[config.mk]
export PLATFORM = sky130hd
export DESIGN_NAME = bresenham_line_raster
export DESIGN_NICKNAME = d
export VERILOG_FILES = /design/src/hdl/brl_pkg.sv /design/src/hdl/bresenham_line_raster.sv /design/src/hdl/brl_fifo.sv /design/src/hdl/brl_front.sv /design/src/hdl/brl_back.sv
export SDC_FILE = /design/constraint.sdc
export NUM_CORES = 1
export LEC_CHECK = 0
export ABC_AREA = 1
export BUFFER_PORTS_ARGS = -buffer_cell sky130_fd_sc_hd__buf_4
export CAP_MARGIN = 10
export CORE_MARGIN = 8
export CORE_UTILIZATION = 30
export DETAILED_ROUTE_END_ITERATION = 16
export PLACE_DENSITY = 0.44
export RECOVER_POWER = 25
export SLEW_MARGIN = 20
export SYNTH_ARGS = -nofsm -noshare
export SYNTH_HDL_FRONTEND = slang
export SYNTH_HIERARCHICAL = 1
export SYNTH_SLANG_ARGS = --single-unit
[constraint.sdc]
create_clock -name clk -period 13.6 [get_ports clk]
set_clock_uncertainty 0.2 [all_clocks]
set_input_delay 2.04 -clock clk [delete_from_list [all_inputs] [get_ports clk]]
set_output_delay 2.04 -clock clk [all_outputs]
set_load 0.1 [all_outputs]
[src/hdl/brl_pkg.sv]
// ----------------------------------------------------------------------------
// brl_pkg
// Shared constants and helpers for the line rasterizer.
// ----------------------------------------------------------------------------
package brl_pkg;

  localparam int COORD_BITS_DEF = 12;
  localparam int CMD_DEPTH      = 2;
  localparam int OUT_DEPTH      = 2;

  localparam logic MODE_LOAD = 1'b0;
  localparam logic MODE_STEP = 1'b1;

  // Packed width of one front-to-back command for a given coordinate width:
  // load flag, two start coords, three direction/axis flags, decision,
  // hold increment, step increment, pixel count.
  function automatic int cmd_bits(input int cw);
    return 6 * cw + 12;
  endfunction

endpackage

[src/hdl/bresenham_line_raster.sv]
// ----------------------------------------------------------------------------
// bresenham_line_raster
// Integer line rasterizer producing one pixel per step item.
// ----------------------------------------------------------------------------
// Input queue: an item transfers on a clock edge with push high and full low.
// mode = load latches two endpoints and sets up the line (no result); mode =
// step asks for the next pixel and yields one result, or none when no line is
// pending. A line yields as many pixels as its major-axis length; the end point
// itself is not drawn, and last marks the final pixel. A load drops any line
// still in progress.
// Result queue: the oldest pixel sits on pixel_x/pixel_y/last while empty is
// low and transfers on an edge with pop high.
// A step item passes through the command queue, then the output queue.
// Throughput: one item per cycle while full is low; load setup is computed
// combinationally, and the unstalled back runs one decision update per cycle.
// Stalls: the back end holds a step while the two-entry output queue is full;
// the two-entry command queue then fills and raises full.
// Reset (rst, synchronous): both queues empty, no line pending.
// ----------------------------------------------------------------------------
module bresenham_line_raster #(
  parameter int COORD_BITS = brl_pkg::COORD_BITS_DEF
) (
  input  logic                         clk,
  input  logic                         rst,
  input  logic                         push,
  output logic                         full,
  input  logic                         mode,
  input  logic signed [COORD_BITS-1:0] x_start,
  input  logic signed [COORD_BITS-1:0] y_start,
  input  logic signed [COORD_BITS-1:0] x_end,
  input  logic signed [COORD_BITS-1:0] y_end,
  output logic signed [COORD_BITS-1:0] pixel_x,
  output logic signed [COORD_BITS-1:0] pixel_y,
  output logic                         last,
  output logic                         empty,
  input  logic                         pop
);

  localparam int CMD_W = brl_pkg::cmd_bits(COORD_BITS);

  logic             cmd_valid;
  logic             cmd_take;
  logic [CMD_W-1:0] cmd_data;

  brl_front #(
    .COORD_BITS (COORD_BITS),
    .DEPTH      (brl_pkg::CMD_DEPTH)
  ) u_front (
    .clk       (clk),
    .rst       (rst),
    .push      (push),
    .full      (full),
    .mode      (mode),
    .x_start   (x_start),
    .y_start   (y_start),
    .x_end     (x_end),
    .y_end     (y_end),
    .cmd_valid (cmd_valid),
    .cmd_take  (cmd_take),
    .cmd_data  (cmd_data)
  );

  brl_back #(
    .COORD_BITS (COORD_BITS),
    .DEPTH      (brl_pkg::OUT_DEPTH)
  ) u_back (
    .clk       (clk),
    .rst       (rst),
    .cmd_valid (cmd_valid),
    .cmd_take  (cmd_take),
    .cmd_data  (cmd_data),
    .pixel_x   (pixel_x),
    .pixel_y   (pixel_y),
    .last      (last),
    .empty     (empty),
    .pop       (pop)
  );

endmodule

[src/hdl/brl_fifo.sv]
// ----------------------------------------------------------------------------
// brl_fifo
// Small flop-based first-in first-out queue with registered count.
// ----------------------------------------------------------------------------
module brl_fifo #(
  parameter int WIDTH = 1,
  parameter int DEPTH = brl_pkg::CMD_DEPTH
) (
  input  logic             clk,
  input  logic             rst,
  input  logic             push,
  input  logic [WIDTH-1:0] din,
  output logic             full,
  input  logic             pop,
  output logic [WIDTH-1:0] dout,
  output logic             empty
);

  localparam int PTR_W = (DEPTH > 1) ? $clog2(DEPTH) : 1;
  localparam int CNT_W = $clog2(DEPTH + 1);

  logic [WIDTH-1:0] mem [DEPTH];
  logic [PTR_W-1:0] wr_ptr;
  logic [PTR_W-1:0] rd_ptr;
  logic [CNT_W-1:0] count;
  logic             wr;
  logic             rd;

  assign full  = (count == CNT_W'(DEPTH));
  assign empty = (count == '0);
  assign wr    = push && !full;
  assign rd    = pop && !empty;
  assign dout  = mem[rd_ptr];

  always_ff @(posedge clk) begin
    if (wr) begin
      mem[wr_ptr] <= din;
    end
  end

  always_ff @(posedge clk) begin
    if (rst) begin
      wr_ptr <= '0;
      rd_ptr <= '0;
      count  <= '0;
    end else begin
      if (wr) begin
        wr_ptr <= (wr_ptr == PTR_W'(DEPTH - 1)) ? '0 : wr_ptr + 1'b1;
      end
      if (rd) begin
        rd_ptr <= (rd_ptr == PTR_W'(DEPTH - 1)) ? '0 : rd_ptr + 1'b1;
      end
      case ({wr, rd})
        2'b10:   count <= count + 1'b1;
        2'b01:   count <= count - 1'b1;
        default: count <= count;
      endcase
    end
  end

  a_count_bound: assert property (@(posedge clk) disable iff (rst)
    count <= CNT_W'(DEPTH))
    else $error("fifo count above depth");

  a_write_fills: assert property (@(posedge clk) disable iff (rst)
    wr && !rd |=> !empty)
    else $error("fifo empty after a lone write");

  a_ptr_track: assert property (@(posedge clk) disable iff (rst)
    empty |-> (wr_ptr == rd_ptr))
    else $error("fifo pointers differ while empty");

endmodule

[src/hdl/brl_front.sv]
// ----------------------------------------------------------------------------
// brl_front
// Input side: takes items, classifies load/step, works out line setup
// terms for loads, and queues commands for the back end.
// ----------------------------------------------------------------------------
module brl_front #(
  parameter  int COORD_BITS = brl_pkg::COORD_BITS_DEF,
  parameter  int DEPTH      = brl_pkg::CMD_DEPTH,
  localparam int CMD_W      = brl_pkg::cmd_bits(COORD_BITS)
) (
  input  logic                         clk,
  input  logic                         rst,
  input  logic                         push,
  output logic                         full,
  input  logic                         mode,
  input  logic signed [COORD_BITS-1:0] x_start,
  input  logic signed [COORD_BITS-1:0] y_start,
  input  logic signed [COORD_BITS-1:0] x_end,
  input  logic signed [COORD_BITS-1:0] y_end,
  output logic                         cmd_valid,
  input  logic                         cmd_take,
  output logic [CMD_W-1:0]             cmd_data
);

  localparam int CW = COORD_BITS;

  typedef struct packed {
    logic                 is_load;
    logic signed [CW-1:0] x_start;
    logic signed [CW-1:0] y_start;
    logic                 dir_x_neg;
    logic                 dir_y_neg;
    logic                 x_major;
    logic signed [CW+2:0] decision;
    logic [CW+1:0]        incr_hold;
    logic signed [CW+2:0] incr_step;
    logic [CW-1:0]        remaining;
  } cmd_t;

  logic signed [CW:0] dx_s;
  logic signed [CW:0] dy_s;
  logic signed [CW:0] dx_n;
  logic signed [CW:0] dy_n;
  logic               x_fwd;
  logic               y_fwd;
  logic [CW-1:0]      dx;
  logic [CW-1:0]      dy;
  logic               xmaj;
  logic [CW-1:0]      major;
  logic [CW-1:0]      minor;
  cmd_t               cmd;
  logic               cmd_empty;

  always_comb begin
    dx_s  = {x_end[CW-1], x_end} - {x_start[CW-1], x_start};
    dy_s  = {y_end[CW-1], y_end} - {y_start[CW-1], y_start};
    dx_n  = -dx_s;
    dy_n  = -dy_s;
    x_fwd = !dx_s[CW] && (dx_s != '0);
    y_fwd = !dy_s[CW] && (dy_s != '0);
    // magnitudes fit CW bits unsigned
    dx    = dx_s[CW] ? dx_n[CW-1:0] : dx_s[CW-1:0];
    dy    = dy_s[CW] ? dy_n[CW-1:0] : dy_s[CW-1:0];
    xmaj  = (dy <= dx);
    major = xmaj ? dx : dy;
    minor = xmaj ? dy : dx;

    cmd.is_load   = (mode == brl_pkg::MODE_LOAD);
    cmd.x_start   = x_start;
    cmd.y_start   = y_start;
    cmd.dir_x_neg = !x_fwd;
    cmd.dir_y_neg = !y_fwd;
    cmd.x_major   = xmaj;
    cmd.decision  = {2'b00, minor, 1'b0} - {3'b000, major};
    cmd.incr_hold = {1'b0, minor, 1'b0};
    cmd.incr_step = {2'b00, minor, 1'b0} - {2'b00, major, 1'b0};
    cmd.remaining = major;
  end

  brl_fifo #(
    .WIDTH (CMD_W),
    .DEPTH (DEPTH)
  ) u_cmd_q (
    .clk   (clk),
    .rst   (rst),
    .push  (push),
    .din   (CMD_W'(cmd)),
    .full  (full),
    .pop   (cmd_take),
    .dout  (cmd_data),
    .empty (cmd_empty)
  );

  assign cmd_valid = !cmd_empty;

endmodule

[src/hdl/brl_back.sv]
// ----------------------------------------------------------------------------
// brl_back
// Execution side: holds the line state, applies loads, runs one Bresenham
// step per step command on a pending line, queueing pixels for the receiver.
// ----------------------------------------------------------------------------
module brl_back #(
  parameter  int COORD_BITS = brl_pkg::COORD_BITS_DEF,
  parameter  int DEPTH      = brl_pkg::OUT_DEPTH,
  localparam int CMD_W      = brl_pkg::cmd_bits(COORD_BITS)
) (
  input  logic                         clk,
  input  logic                         rst,
  input  logic                         cmd_valid,
  output logic                         cmd_take,
  input  logic [CMD_W-1:0]             cmd_data,
  output logic signed [COORD_BITS-1:0] pixel_x,
  output logic signed [COORD_BITS-1:0] pixel_y,
  output logic                         last,
  output logic                         empty,
  input  logic                         pop
);

  localparam int CW    = COORD_BITS;
  localparam int OUT_W = 2 * CW + 1;

  typedef struct packed {
    logic                 is_load;
    logic signed [CW-1:0] x_start;
    logic signed [CW-1:0] y_start;
    logic                 dir_x_neg;
    logic                 dir_y_neg;
    logic                 x_major;
    logic signed [CW+2:0] decision;
    logic [CW+1:0]        incr_hold;
    logic signed [CW+2:0] incr_step;
    logic [CW-1:0]        remaining;
  } cmd_t;

  cmd_t                 cmd;
  logic signed [CW-1:0] cur_x;
  logic signed [CW-1:0] cur_y;
  logic signed [CW+2:0] decision;
  logic [CW+1:0]        incr_hold;
  logic signed [CW+2:0] incr_step;
  logic [CW-1:0]        remaining;
  logic                 dir_x_neg;
  logic                 dir_y_neg;
  logic                 x_major;

  logic                 busy;
  logic                 emit;
  logic                 out_full;
  logic                 out_wr;
  logic                 hold;
  logic signed [CW+2:0] decision_next;
  logic signed [CW-1:0] nx;
  logic signed [CW-1:0] ny;
  logic signed [CW-1:0] px;
  logic signed [CW-1:0] py;
  logic                 is_last;
  logic [OUT_W-1:0]     out_din;
  logic [OUT_W-1:0]     out_dout;

  assign cmd = cmd_t'(cmd_data);

  assign busy     = (remaining != '0);
  assign emit     = cmd_valid && !cmd.is_load && busy;
  // a load or an idle step never waits on the output queue
  assign cmd_take = cmd_valid && (cmd.is_load || !busy || !out_full);
  assign out_wr   = emit && !out_full;

  always_comb begin
    // x-major holds on d <= 0, y-major on d < 0
    hold = x_major ? (decision[CW+2] || (decision == '0)) : decision[CW+2];
    decision_next = hold ? decision + $signed({1'b0, incr_hold})
                         : decision + incr_step;
    nx      = dir_x_neg ? cur_x - CW'(1) : cur_x + CW'(1);
    ny      = dir_y_neg ? cur_y - CW'(1) : cur_y + CW'(1);
    px      = (x_major || hold) ? cur_x : nx;
    py      = (!x_major || hold) ? cur_y : ny;
    is_last = (remaining == CW'(1));
    out_din = {px, py, is_last};
  end

  always_ff @(posedge clk) begin
    if (rst) begin
      cur_x     <= '0;
      cur_y     <= '0;
      decision  <= '0;
      incr_hold <= '0;
      incr_step <= '0;
      remaining <= '0;
      dir_x_neg <= 1'b0;
      dir_y_neg <= 1'b0;
      x_major   <= 1'b0;
    end else if (cmd_take) begin
      if (cmd.is_load) begin
        cur_x     <= cmd.x_start;
        cur_y     <= cmd.y_start;
        decision  <= cmd.decision;
        incr_hold <= cmd.incr_hold;
        incr_step <= cmd.incr_step;
        remaining <= cmd.remaining;
        dir_x_neg <= cmd.dir_x_neg;
        dir_y_neg <= cmd.dir_y_neg;
        x_major   <= cmd.x_major;
      end else if (out_wr) begin
        decision  <= decision_next;
        cur_x     <= x_major ? nx : px;
        cur_y     <= x_major ? py : ny;
        remaining <= remaining - 1'b1;
      end
    end
  end

  brl_fifo #(
    .WIDTH (OUT_W),
    .DEPTH (DEPTH)
  ) u_out_q (
    .clk   (clk),
    .rst   (rst),
    .push  (out_wr),
    .din   (out_din),
    .full  (out_full),
    .pop   (pop),
    .dout  (out_dout),
    .empty (empty)
  );

  assign pixel_x = out_dout[OUT_W-1:CW+1];
  assign pixel_y = out_dout[CW:1];
  assign last    = out_dout[0];

  a_load_count: assert property (@(posedge clk) disable iff (rst)
    cmd_take && cmd.is_load |=> remaining == $past(cmd.remaining))
    else $error("pixel count not taken from load");

  a_idle_silent: assert property (@(posedge clk) disable iff (rst)
    cmd_valid && !cmd.is_load && !busy |-> cmd_take && !out_wr)
    else $error("step with no line pending did not drop cleanly");

  a_step_count: assert property (@(posedge clk) disable iff (rst)
    out_wr |=> remaining == $past(remaining) - 1'b1)
    else $error("pixel count not decremented on transfer");

  a_step_stall: assert property (@(posedge clk) disable iff (rst)
    emit && out_full |-> !cmd_take)
    else $error("step consumed while output queue full");

endmodule

**After elaboration in Yosys (flattened, before gate mapping)**

Memories as Yosys holds them, arrays and structs flattened. A register that Yosys moved wholly into a read port is not among the register bits.
Cells that the tools add are included.

- Add/sub/neg operators: 21
- $lt $le $gt $ge: 1
- Equality and inequality tests: 7
- Mux-type cells: 34
- Bitwise gates (word level): 1
- Reduce and logical (&&, ||, !) cells: 37

Operators by type and width:

| operator | number |
|---|---|
| 2-to-1 mux 12 bit | 16 |
| 2-to-1 mux 15 bit | 3 |
| adder 15 bit | 2 |
| nonzero test 13 bit | 2 |
| subtractor 12 x 12 -> 13 bit | 2 |
| adder 12 x 2 -> 12 bit (second input constant) | 2 |
| negation 12 bit | 2 |
| subtractor 12 x 2 -> 12 bit (second input constant) | 2 |
| logical NOT 15 bit | 1 |
| subtractor 13 x 12 -> 14 bit | 1 |
| subtractor 13 x 13 -> 14 bit | 1 |
| 2-to-1 mux 1 bit | 13 |
| equality test 12 x 1 -> 1 bit (second input constant) | 1 |
| <= comparator 12 bit | 1 |
| nonzero test 12 bit | 1 |
| subtractor 12 x 1 -> 12 bit (second input constant) | 1 |
| logical NOT 1 bit | 11 |
| logical AND 1 bit | 10 |
| equality test 2 bit (second input constant) | 4 |
| one-hot mux 2 bit (2 select lines) | 2 |
| nonzero test 2 bit | 3 |
| logical OR 1 bit | 5 |
| adder 1 bit (second input constant) | 4 |
| adder 2 x 1 -> 2 bit (second input constant) | 2 |
| other kinds (5) | 9 |

- Register bits after elaboration: 91
- Memory bits (writable): 214
- Input port bits: 53
- Output and inout port bits: 27
- Logic and storage cells: 118
- Memories: 2

Memory list:

| memory | words | bits a word | rd ports | clocked after memory_dff | wr ports | RTL line | text |
|---|---|---|---|---|---|---|---|
| u_front.u_cmd_q.mem | 2 | 82 | 1 | 1 | 1 | brl_fifo.sv:22 | `logic [WIDTH-1:0] mem [DEPTH];` |
| u_back.u_out_q.mem | 2 | 25 | 1 | 1 | 1 | brl_fifo.sv:22 |  |

**Depth between registers and ports, before layout**

Gate-level depths: netlist (run 1).

- Depth in word-level cells: 8
- Depth in mapped cells: 40
- Gate-level depth less buffers: 39

**Cells and area by module**

The synthesis (run 1) kept the hierarchy.

Modules (own cells, without submodules):

| module | instances | cells each | area each (um^2) | seq. area each (um^2) |
|---|---|---|---|---|
| brl_back | 1 | 1076 | 6660.1 | 1661.6 |
| brl_fifo at u_front.u_cmd_q | 1 | 301 | 6550.0 | 5144.9 |
| brl_front | 1 | 793 | 4301.6 | 0.0 |
| brl_fifo at u_back.u_out_q | 1 | 118 | 2159.6 | 1601.5 |

**Least setup slack after synthesis (run 1)**

Ideal clock, no wire load.

- Kind: input-to-reg
- Start: input port y_end[0]
- End: memory u_front/u_cmd_q/mem[0][49] (netlist bit), data pin
- Library setup time: 0.256 ns
- Data arrival time: 6.302 ns
- Path slack: 6.841 ns
- Stages on the path: 32
- Buffers on the path: 1
- Path through: inv_1 -> ha_1 -> fa_1 -> inv_1 -> nand3_1 -> nand2_1 -> nand2_1 -> nand2_2 -> a21boi_1 -> o21ai_4 -> inv_1 -> a21oi_1 -> xor2_1 -> inv_1 -> ha_1 -> nand2_1 -> nor2_1 -> inv_1 -> nor2_4 -> nand2_4 -> nand2_8 -> nand2_8 -> buf_12 -> o21ai_4 -> inv_1 -> fa_1 -> inv_1 -> nand2_1 -> a21boi_2 -> nand3_1 -> nand3_1 -> nand2_1

RTL lines:

| item | RTL line | text |
|---|---|---|
| start, declared | bresenham_line_raster.sv:31 | `input logic signed [COORD_BITS-1:0] y_end,` |
| end, declared | brl_fifo.sv:22 |  |

**Worst setup path after layout (run 1)**

- Start: input port y_start[4]
- End: memory u_front/u_cmd_q/mem[1][54] (netlist bit), data pin

- Longest elaborated chain between the ends: 4

RTL lines:

| item | RTL line | text |
|---|---|---|
| start, declared | bresenham_line_raster.sv:29 | `input logic signed [COORD_BITS-1:0] y_start,` |
| subtractor 12 x 12 -> 13 bit (*) | brl_front.sv:56 | `dy_s = {y_end[CW-1], y_end} - {y_start[CW-1], y_start};` |
| negation 12 bit | brl_front.sv:58 | `dy_n = -dy_s;` |
| 2-to-1 mux 12 bit (*) | brl_front.sv:63 | `dy = dy_s[CW] ? dy_n[CW-1:0] : dy_s[CW-1:0];` |
| <= comparator 12 bit (*) | brl_front.sv:64 | `xmaj = (dy <= dx);` |

Every way passes the cells marked *; elsewhere a longest branch is shown, timed or not.

==> flow_metrics.py, run 1 <==
metrics = {
    "outcome": {
        "run_status": "finished, violations left",
        "failing_checks": "capacitance limit, slew limit",
    },
    "timing": {
        "max_clock_freq_ghz": 0.135,
        "relSlewSlack_pct": -91.4,
        "max_transition_viols_final": 122,
        "rsz0062_at_grt": "no",
        "report.final.hold_viol_count": 0,
        "post-route-period-util_pct": 54.6,
        "setup-tns-final_ps": 0,
        "setup_viol": 0,
        "worstMarginPinSlew_ps": 2860,
        "final_period_minus_worst_setup_slack_ps": 7430,
        "final_critical_path_setup_slack_ps": 6170,
    },
    "synthesis": {
        "main_area_contributors_after_synthesis": "edfxtp_1 33%, nand2_1 11%, dfxtp_1 9.5%",
        "synth-edff-count": 218,
        "yosys_warnings": 6,
        "ys.flop_type": "edfxtp_1",
        "syn-instance-count": 2288,
        "synthDominantCellAreaShare_pct": 33.3,
        "synthTopCellsByCount": "553 x nand2_1, 261 x inv_1, 230 x nor2_1, 218 x edfxtp_1, 146 x nand3_1",
        "post-synth-top-count-cell": "nand2_1",
        "synth_largest_area_cell": "edfxtp_1",
        "synth_area_mm2": 0.0197,
        "avgSynthCellArea_um2": 8.60,
        "ys_seq_area_share_pct": 42.7,
        "synth_async_sr_flop_share_pct": 0,
        "yosys_register_bits": 311,
        "netlist-cell-type-count": 55,
    },
    "final_layout": {
        "drive_above_1_share_pct": 16.4,
        "synthToLayoutAreaGrowth_pct": 13.3,
        "antenna-diode-count": 0,
        "fin_area_mm2": 0.0223,
        "finalNetCount": 2494,
    },
    "min_path": {
        "hold_class": "flip-flop to flip-flop",
    },
    "worst_setup_path": {
        "required_time_reported_for_the_critical_path_endpoint_ps": 13700,
        "r2r_slack_ps": 9120,
        "critPathLaunchType": "primary input",
        "crit_path_max_incr_delay_ps": 510,
        "worstPathArrival_ps": 7530,
        "path_class": "primary input to flip-flop",
        "worstSetupEndpointType": "flip-flop",
        "worstPathMaxFanout": 54,
        "critical-path-slowest-cell": "ha_1",
        "critical-path-top-cell-by-count": "nand2_1",
    },
    "routing": {
        "drt-met1-wl_um": 26800,
        "vias": 15000,
        "drtIter0Drc": 1010,
        "detailroute.wirelength.met3_um": 2210,
        "top_signal_layer_used": "met4",
        "ant_nets": 0,
        "routed-wl-met2_um": 25000,
        "dr.pass1.iters": 5,
        "wl_per_cell_um": 17.0,
        "route.detailed.drc": 0,
        "routed_wl_um": 55100,
        "via_cell_ratio": 4.62,
    },
    "die": {
        "boundaryPins": 80,
        "fp.dieH_um": 272,
        "fp.dieArea_mm2": 0.0740,
        "core.rowCount": 94,
        "fp.dieW_um": 272,
        "floorplan.initialDensity_pct": 30.1,
        "floorplan.core_area_mm2": 0.0654,
    },
    "clock_tree": {
        "clkSlewWorstSetupHoldPaths_ps": 50,
        "ctsResizeCount": 0,
        "cts_setup_buffers": 0,
        "cts_made_buffers": 41,
        "cts-root-buf": "clkbuf_16",
        "clock_insertion_delay_worst_skew_ps": 570,
        "tritoncts_clock_tree": "done",
        "clock_path_buffers": 3,
        "ctsHoldBuffers": 0,
        "cts-htree-levels": 2,
        "cts.sink_count": 311,
    },
    "global_routing": {
        "first_global_vias": 14700,
        "grt_overflow": 0,
        "antenna_found_initial": 1,
        "track_usage_pct": 14.7,
        "grt_pass1_wl_um": 86600,
        "grt_start_max_net_pins": 66,
    },
    "placement": {
        "final_gp_congestion": 0.837,
        "detailedPlacementHpwl_um": 40600,
        "place.port_buffers": 79,
        "post_dp_cell_area_mm2": 0.0210,
        "dp_slack_ps": 5570,
    },
    "flow_run": {
        "drv.max_cap_violation_count": 4,
    },
    "power_and_ir_drop": {
        "power-per-cell-area_mw_per_mm2": 289,
        "vdd_drop_max_v": 0.000137,
        "fin_total_pwr_mw": 6.45,
        "power.leakage_nw": 9.87,
    },
}
## registers in the layout (all words and copies together), names as in the netlist, named ones only
signal,flops
u_back/cur_y,12
u_back/u_out_q/wr_ptr,1
u_back/decision,15
u_front/u_cmd_q/mem,168
u_back/u_out_q/count,2
u_back/u_out_q/mem,50
u_front/u_cmd_q/rd_ptr,1
u_back/u_out_q/rd_ptr,1
u_back/dir_y_neg,1
u_back/remaining,12
u_back/incr_hold,14
u_back/x_major,1
u_front/u_cmd_q/wr_ptr,1
u_back/cur_x,12
u_back/dir_x_neg,1
u_front/u_cmd_q/count,2
u_back/incr_step,15
## kinds of logic (layout without fill, tap and decap cells)
logic type / after synthesis / after routing / share of synthesized area (%)
AO/OA/AOI/OAI: 281 / 281 / 8.23
adder cells (fa/ha/maj): 86 / 86 / 5.70
AND/OR/NAND/NOR: 1088 / 1088 / 24.6
other: 1 / 6 / 0.0191
multiplexers: 123 / 123 / 8.57
XOR/XNOR: 57 / 57 / 2.58
buffers and inverters: 341 / 435 / 7.58
flip-flops: 311 / 311 / 42.7
## cells in the final DEF (no fill, tap or decap), types with 5 or more instances in the layout
cell type / n
a21boi_0: 6
a21oi_1: 108
a21oi_2: 14
a31oi_1: 10
and2_0: 7
buf_4: 59
bufinv_16: 5
clkbuf_1: 36
clkbuf_16: 44
clkinv_2: 8
conb_1: 6
dfxtp_1: 92
edfxtp_1: 218
fa_1: 6
ha_1: 80
inv_1: 258
inv_2: 11
mux2_2: 43
mux2_4: 80
nand2_1: 553
nand2_2: 51
nand2_4: 14
nand3_1: 147
nand3_2: 6
nand3b_1: 5
nand4_1: 29
nor2_1: 231
nor2_2: 15
nor2_4: 5
nor3_1: 9
o21a_1: 6
o21ai_0: 98
o21ai_1: 11
o21bai_1: 7
or2_2: 10
xnor2_1: 18
xor2_1: 38
## metal layers
metal	track usage, %	up-vias
li1	-	7693
met1	20.5	6995
met2	23.9	257
met3	1.93	60
met4	3.88	0
met5	0	-
## worst paths after layout
kind,cells after the start,to,from
worst max-delay path,35,u_front/u_cmd_q/mem[1][54],y_start[4]
worst min-delay path,2,u_back/incr_step[4],u_back/incr_step[4]
worst max register to register,5,u_front/u_cmd_q/mem[0][16],u_front/u_cmd_q/count[0]
worst min register to register,2,u_back/incr_step[4],u_back/incr_step[4]
## cell type report
cell class | count | area [um2]
Fill cell | 6941 | 43100
Timing Repair Buffer | 88 | 556
Sequential cell | 311 | 8410
Clock buffer | 56 | 1190
Multi-Input combinational cell | 1641 | 9770
Tap cell | 864 | 1080
Clock inverter | 19 | 259
Inverter | 272 | 1030
## through the flow
step | utilization, % | std cells | hold WS [ps]
after floorplan | - | 2293 | 249
after global placement | 32.1 | 3176 | 261
after detailed placement | 32.1 | 3176 | 268
after CTS | 34.3 | 3251 | 283
after global routing | 34.1 | 3251 | 297
final | 34.1 | 3251 | 276
## where the power goes
part	total, mW	internal (mW)	switching [mW]
Sequential	1.70	1.55	0.155
Combinational	3.62	1.16	2.46
Clock	1.14	0.710	0.426
## critical path: cells and delay by family
family          cells  cell delay, ps
xor+xnor            1             270
simple gates       24            2680
fa+ha+maj           3            1180
compound gates      2             710
buf+inv             5             650
No activity file was read; power rests on OpenSTA's default activity.
==> inputs of run 2 (changes only) <==
- clock period: 13.6 -> 7.7 ns (I/O delays scaled with it)
==> run 2 against run 1 <==
  * The flow still finishes with violations (capacitance limit, slew limit)
  * Worst setup slack got worse by 5000 ps
  * Register-to-register slack got worse by 5900 ps
  * First-iteration DRC count rose by 0.20%
  * Global-route usage barely moved
  * Critical endpoint unchanged
  * Highest routed layer unchanged
==> flow_metrics.py, run 2 (synthesis results as in run 1) <==
metrics = {
    "final_layout": {
        "final_util_pct": 33.9,
        "largest_register_ff_count": 168,
        "biggestRegsByFlops": "u_front/u_cmd_q/mem: 168 flops, u_back/u_out_q/mem: 50 flops",
        "finalNetCount": 2500,
        "synthToLayoutAreaGrowth_pct": 12.6,
        "drive_above_1_share_pct": 16.3,
        "layout_common_cells": "553 x nand2_1, 258 x inv_1, 231 x nor2_1",
        "fin_area_mm2": 0.0222,
        "top_register": "u_front/u_cmd_q/mem",
        "mostFrequentLayoutCell": "nand2_1",
        "antenna-diode-count": 0,
    },
    "worst_setup_path": {
        "required_time_reported_for_the_critical_path_endpoint_ps": 7820,
        "critical-path-slowest-cell": "ha_1",
        "crit_path_max_incr_delay_ps": 400,
        "critPathLaunchType": "primary input",
        "r2r_slack_ps": 3190,
        "critical_path.reg2reg.endpoint": "u_front/u_cmd_q/mem[0][32]",
        "cp-startpoint": "x_start[0]",
        "worstReg2RegStart": "u_front/u_cmd_q/count[0]",
        "worstPathMaxFanout": 54,
        "timing.reg2reg.worst_path_depth": 5,
        "worstPathArrival_ps": 6630,
        "critical_path.endpoint": "u_front/u_cmd_q/mem[1][54]",
        "worstSetupEndpointType": "flip-flop",
        "path_class": "primary input to flip-flop",
        "critical-path-top-cell-by-count": "nand2_1",
    },
    "die": {
        "fp.dieH_um": 272,
        "fp.dieW_um": 272,
        "core.rowCount": 94,
        "fp.dieArea_mm2": 0.0740,
        "boundaryPins": 80,
        "floorplan.initialDensity_pct": 30.1,
        "floorplan.core_area_mm2": 0.0654,
    },
    "power_and_ir_drop": {
        "power-per-cell-area_mw_per_mm2": 507,
        "vdd_drop_max_v": 0.000226,
        "power.leakage_nw": 9.82,
    },
    "placement": {
        "post_dp_cell_area_mm2": 0.0210,
        "final_gp_congestion": 0.851,
        "place.port_buffers": 79,
        "dp_slack_ps": 680,
        "detailedPlacementHpwl_um": 40500,
    },
    "flow_run": {
        "drv.max_cap_violation_count": 4,
    },
    "timing": {
        "worstMarginPinSlew_ps": 2910,
        "setup_viol": 0,
        "setup-tns-final_ps": 0,
        "relSlewSlack_pct": -94.6,
        "rsz0062_at_grt": "no",
        "final_period_minus_worst_setup_slack_ps": 6510,
        "max_transition_viols_final": 121,
        "max_clock_freq_ghz": 0.154,
        "final_critical_path_setup_slack_ps": 1190,
        "report.final.hold_viol_count": 0,
        "post-route-period-util_pct": 84.6,
        "final.hold.worst_slack_ps": 279,
    },
    "clock_tree": {
        "clkSlewWorstSetupHoldPaths_ps": 50,
        "tritoncts_clock_tree": "done",
        "cts-root-buf": "clkbuf_16",
        "ctsHoldBuffers": 0,
        "cts.sink_count": 311,
        "cts_made_buffers": 41,
        "clock_path_buffers": 3,
        "ctsResizeCount": 0,
        "cts-htree-levels": 2,
        "clock_insertion_delay_worst_skew_ps": 560,
        "cts_setup_buffers": 0,
    },
    "outcome": {
        "failing_checks": "capacitance limit, slew limit",
        "run_status": "finished, violations left",
    },
    "min_path": {
        "min-delay-start": "u_back/incr_hold[5]",
        "hold_class": "flip-flop to flip-flop",
    },
    "global_routing": {
        "first_global_vias": 14500,
        "track_usage_pct": 14.7,
        "grt_start_max_net_pins": 65,
        "antenna_found_initial": 0,
        "grt_overflow": 0,
        "grt_pass1_wl_um": 86000,
    },
    "routing": {
        "routed_wl_um": 55400,
        "dr.pass1.iters": 5,
        "ant_nets": 0,
        "via_cell_ratio": 4.61,
        "vias": 15000,
        "drtIter0Drc": 1012,
        "route.detailed.drc": 0,
        "wl_per_cell_um": 17.0,
    },
}
==> run 2: worst min-delay path by stage <==
stage | to | slack, ps | cells after the start
2_1_floorplan | u_back/incr_hold[0] | 250 | 2
3_3_place_gp | u_back/incr_hold[6] | 260 | 2
3_5_place_dp | u_back/incr_hold[3] | 270 | 2
4_1_cts | u_back/incr_hold[3] | 280 | 2
5_1_grt | u_back/incr_hold[13] | 300 | 2
6_report | u_back/incr_hold[5] | 280 | 2
==> run 2: critical path: cells and delay by family <==
family / cells / cell delay, ps
buffers and inverters: 6 / 700
adder cells (fa/ha/maj): 4 / 1310
AO/OA/AOI/OAI: 3 / 630
XOR/XNOR: 1 / 330
AND/OR/NAND/NOR: 22 / 2480
==> run 2: through the flow <==
stage,cells,power (mW)
final,3256,11.2
after global routing,3256,12.1
after CTS,3256,11.4
after detailed placement,3182,9.54
after global placement,3182,9.50
after floorplan,2293,7.92
==> run 2: cell type report <==
| cell class | count | area, um2 |
|---|---|---|
| Inverter | 272 | 1030 |
| Sequential cell | 311 | 8410 |
| Fill cell | 6966 | 43200 |
| Timing Repair Buffer | 94 | 604 |
| Clock inverter | 19 | 168 |
| Multi-Input combinational cell | 1641 | 9770 |
| Clock buffer | 55 | 1100 |
| Tap cell | 864 | 1080 |
==> run 2: power by group <==
part / switching [mW] / internal, mW
clock network: 0.744 / 1.07
logic: 4.34 / 2.08
registers: 0.272 / 2.73
total: 5.35 / 5.88
==> run 2: layer usage <==
metal | vias to the layer above | global-route usage (%) | part of all wire [%]
met5 | - | 0 | 0
met4 | 0 | 3.56 | 1.8
met3 | 53 | 1.75 | 3.5
met2 | 240 | 24.1 | 46
met1 | 6998 | 20.5 | 49
li1 | 7709 | - | -
==> inputs of run 3 (changes only) <==
- ABC_AREA: 1 -> 0
- clock period: 7.7 -> 6.25 ns (I/O delays scaled with it)
==> run 3 against run 2 <==
  * The run now ends clean
  * Synthesized area shrank 8.2%
  * Synthesized cell count shrank 24%
  * Design area grew 4.0%
  * Cell count shrank 12%
  * Worst hold slack lost 27 ps
  * Via count shrank 7.1%
  * Worst setup slack lost 1100 ps
  * Power grew 22%
==> flow_metrics.py, run 3 <==
metrics = {
    "outcome": {
        "run_status": "completed",
    },
    "die": {
        "core.rowCount": 90,
        "boundaryPins": 80,
        "fp.dieW_um": 261,
        "fp.dieArea_mm2": 0.0683,
        "floorplan.core_area_mm2": 0.0599,
        "fp.dieH_um": 261,
        "floorplan.initialDensity_pct": 30.2,
    },
    "synthesis": {
        "synthDominantCellAreaShare_pct": 36.2,
        "synth_largest_area_cell": "edfxtp_1",
        "main_area_contributors_after_synthesis": "edfxtp_1 36%, dfxtp_1 10%, mux2_2 7.6%",
        "post-synth-top-count-cell": "edfxtp_1",
        "synth_async_sr_flop_share_pct": 0,
        "ys_seq_area_share_pct": 46.5,
        "avgSynthCellArea_um2": 10.4,
        "synthTopCellsByCount": "218 x edfxtp_1, 172 x nand2_1, 144 x nor2_1, 140 x a21oi_1, 122 x mux2_2",
        "yosys_warnings": 6,
        "netlist-cell-type-count": 98,
        "synth-edff-count": 218,
        "syn-instance-count": 1745,
        "synth_area_mm2": 0.0181,
        "ys.flop_type": "edfxtp_1",
        "yosys_register_bits": 311,
    },
    "placement": {
        "place.port_buffers": 79,
        "placed_cells_incl_taps": 2770,
        "final_gp_congestion": 0.816,
        "dp_slack_ps": -730,
        "detailedPlacementHpwl_um": 38300,
    },
    "power_and_ir_drop": {
        "vdd_drop_max_v": 0.000279,
        "power-per-cell-area_mw_per_mm2": 596,
        "power.leakage_nw": 8.89,
        "fin_total_pwr_mw": 13.7,
    },
    "timing": {
        "worstMarginPinSlew_ps": 963,
        "max_transition_viols_final": 0,
        "rsz0062_at_grt": "yes",
        "setup_viol": 0,
        "max_clock_freq_ghz": 0.163,
        "final.hold.worst_slack_ps": 252,
        "final_period_minus_worst_setup_slack_ps": 6130,
        "post-route-period-util_pct": 98.1,
        "report.final.hold_viol_count": 0,
        "final_critical_path_setup_slack_ps": 116,
        "relSlewSlack_pct": 35.8,
    },
    "final_layout": {
        "area.sequential_mm2": 0.00841,
        "synthToLayoutAreaGrowth_pct": 27.5,
        "mostFrequentLayoutCell": "buf_4",
        "top_register": "u_front/u_cmd_q/mem",
        "layout_common_cells": "289 x buf_4, 218 x edfxtp_1, 166 x nand2_1",
        "finalNetCount": 2179,
        "fillers": 5967,
        "biggestRegsByFlops": "u_front/u_cmd_q/mem: 168 flops, u_back/u_out_q/mem: 50 flops",
        "instances_no_fill": 2852,
        "drive_above_1_share_pct": 30.3,
        "largest_register_ff_count": 168,
        "multiInputGateArea_mm2": 0.00974,
    },
    "worst_setup_path": {
        "critical-path-top-delay-family": "compound AO/OA/AOI/OAI gates",
        "critical-path-top-cell-by-count": "ha_4",
        "critical_path_buf_inv_count": 3,
        "critPathLaunchType": "primary input",
        "critical-path-slowest-cell": "or3b_4",
        "required_time_reported_for_the_critical_path_endpoint_ps": 6320,
        "crit_path_max_incr_delay_ps": 400,
        "worstSetupEndpointType": "flip-flop",
        "worstPathMaxFanout": 5,
        "worstPathArrival_ps": 6200,
        "path_class": "primary input to flip-flop",
    },
    "clock_tree": {
        "clock_insertion_delay_worst_skew_ps": 560,
        "tritoncts_clock_tree": "done",
        "cts-htree-levels": 2,
        "cts-root-buf": "clkbuf_16",
        "clkSlewWorstSetupHoldPaths_ps": 60,
        "cts_made_buffers": 37,
        "clock_path_buffers": 3,
        "cts.sink_count": 311,
    },
    "flow_run": {
        "drv.max_cap_violation_count": 0,
    },
    "global_routing": {
        "track_usage_pct": 15.1,
        "antenna_found_initial": 0,
        "grt_pass1_wl_um": 80900,
        "first_global_vias": 13900,
        "grt_overflow": 0,
        "grt_start_max_net_pins": 65,
    },
    "routing": {
        "route.detailed.drc": 0,
        "drtIter0Drc": 668,
        "via_cell_ratio": 4.89,
        "vias": 13900,
        "routed_wl_um": 52000,
        "ant_nets": 0,
        "wl_per_cell_um": 18.2,
        "dr.pass1.iters": 5,
    },
    "min_path": {
        "hold_class": "flip-flop to flip-flop",
    },
}
==> run 3: changes by cell type after synthesis, sizes merged, moves of 22 or more <==
cell / delta
nand2: -448
inv: -192
nand3: -130
nor2: -107
xnor2: +45
nand4: -25
mux2i: +24
nor3: +24
a211oi: +22
o21ai: -22
==> run 3: final cells by class <==
type	instances	share of cell area, %
antenna	1	0.0109
clock buffer	43	4.16
clock inverter	25	0.880
inverter	83	1.43
multi-input combinational	1281	42.3
sequential	311	36.5
tap	782	4.25
timing repair buffer	326	10.5
==> run 3: final timing paths <==
path	startpoint	end	slack, ps	depth (start not counted)
hold reg to reg	u_back/incr_hold[5]	u_back/incr_hold[5]	250	2
hold / removal	u_back/incr_hold[5]	u_back/incr_hold[5]	250	2
setup / recovery	x_start[0]	u_front/u_cmd_q/mem[0][54]	120	28
setup reg to reg	u_back/decision[1]	u_back/decision[14]	2130	13
==> run 3: logic make-up (layout without fill, tap and decap cells) <==
family                   count (synthesis)  in the layout  share of synthesized area, %
multiplexers                           157            157                          9.71
XOR/XNOR                               101            101                          4.94
adder cells (fa/ha/maj)                 90             90                          6.43
buffers and inverters                  158            477                          3.68
flip-flops                             311            311                          46.5
AND/OR/NAND/NOR                        489            489                          12.5
other                                    1              7                        0.0208
AO/OA/AOI/OAI                          438            438                          16.2
==> run 3: metrics by stage <==
| stage | utilization, % | instance area (um2) | setup TNS, ps |
|---|---|---|---|
| CTS | 38.0 | 22800 | 0 |
| global route | 38.4 | 23000 | -3100 |
| floorplan | - | 18500 | -12210 |
| global placement | 35.8 | 21500 | -18490 |
| finish | 38.4 | 23000 | 0 |
| detailed placement | 35.8 | 21500 | -20580 |
==> run 3: worst min-delay path, delay by kind of cell, from the launching register on <==
kind            cells  cell delay (ps)
compound gates      1               50
flops               1              300
simple gates        1               50
==> run 3: per-layer routing <==
layer  up-vias  global-route usage, %  wire (um)  share of wire [%]
li1       6999                      -          -                  -
met1      6651                   20.8      24800                 48
met2       229                   24.5      24100                 46
met3        60                   2.21       1930                3.7
met4         0                   4.36       1190                2.3
met5         -                      0          0                  0
==> run 3: report_power, final <==
group          leakage (nW)  switching (mW)  internal (mW)
logic                  5.53            4.74           3.34
registers              2.79           0.299           3.28
clock network         0.573           0.869           1.20
total                  8.89            5.90           7.81
==> run 3: what timing repair did <==
item | in CTS | in global routing
hold buffers | 0 | 0
endpoints found under the setup margin | 17 | 36
resized for setup | 18 | 50
setup buffers | 4 | 11
pin swaps | 15 | 47
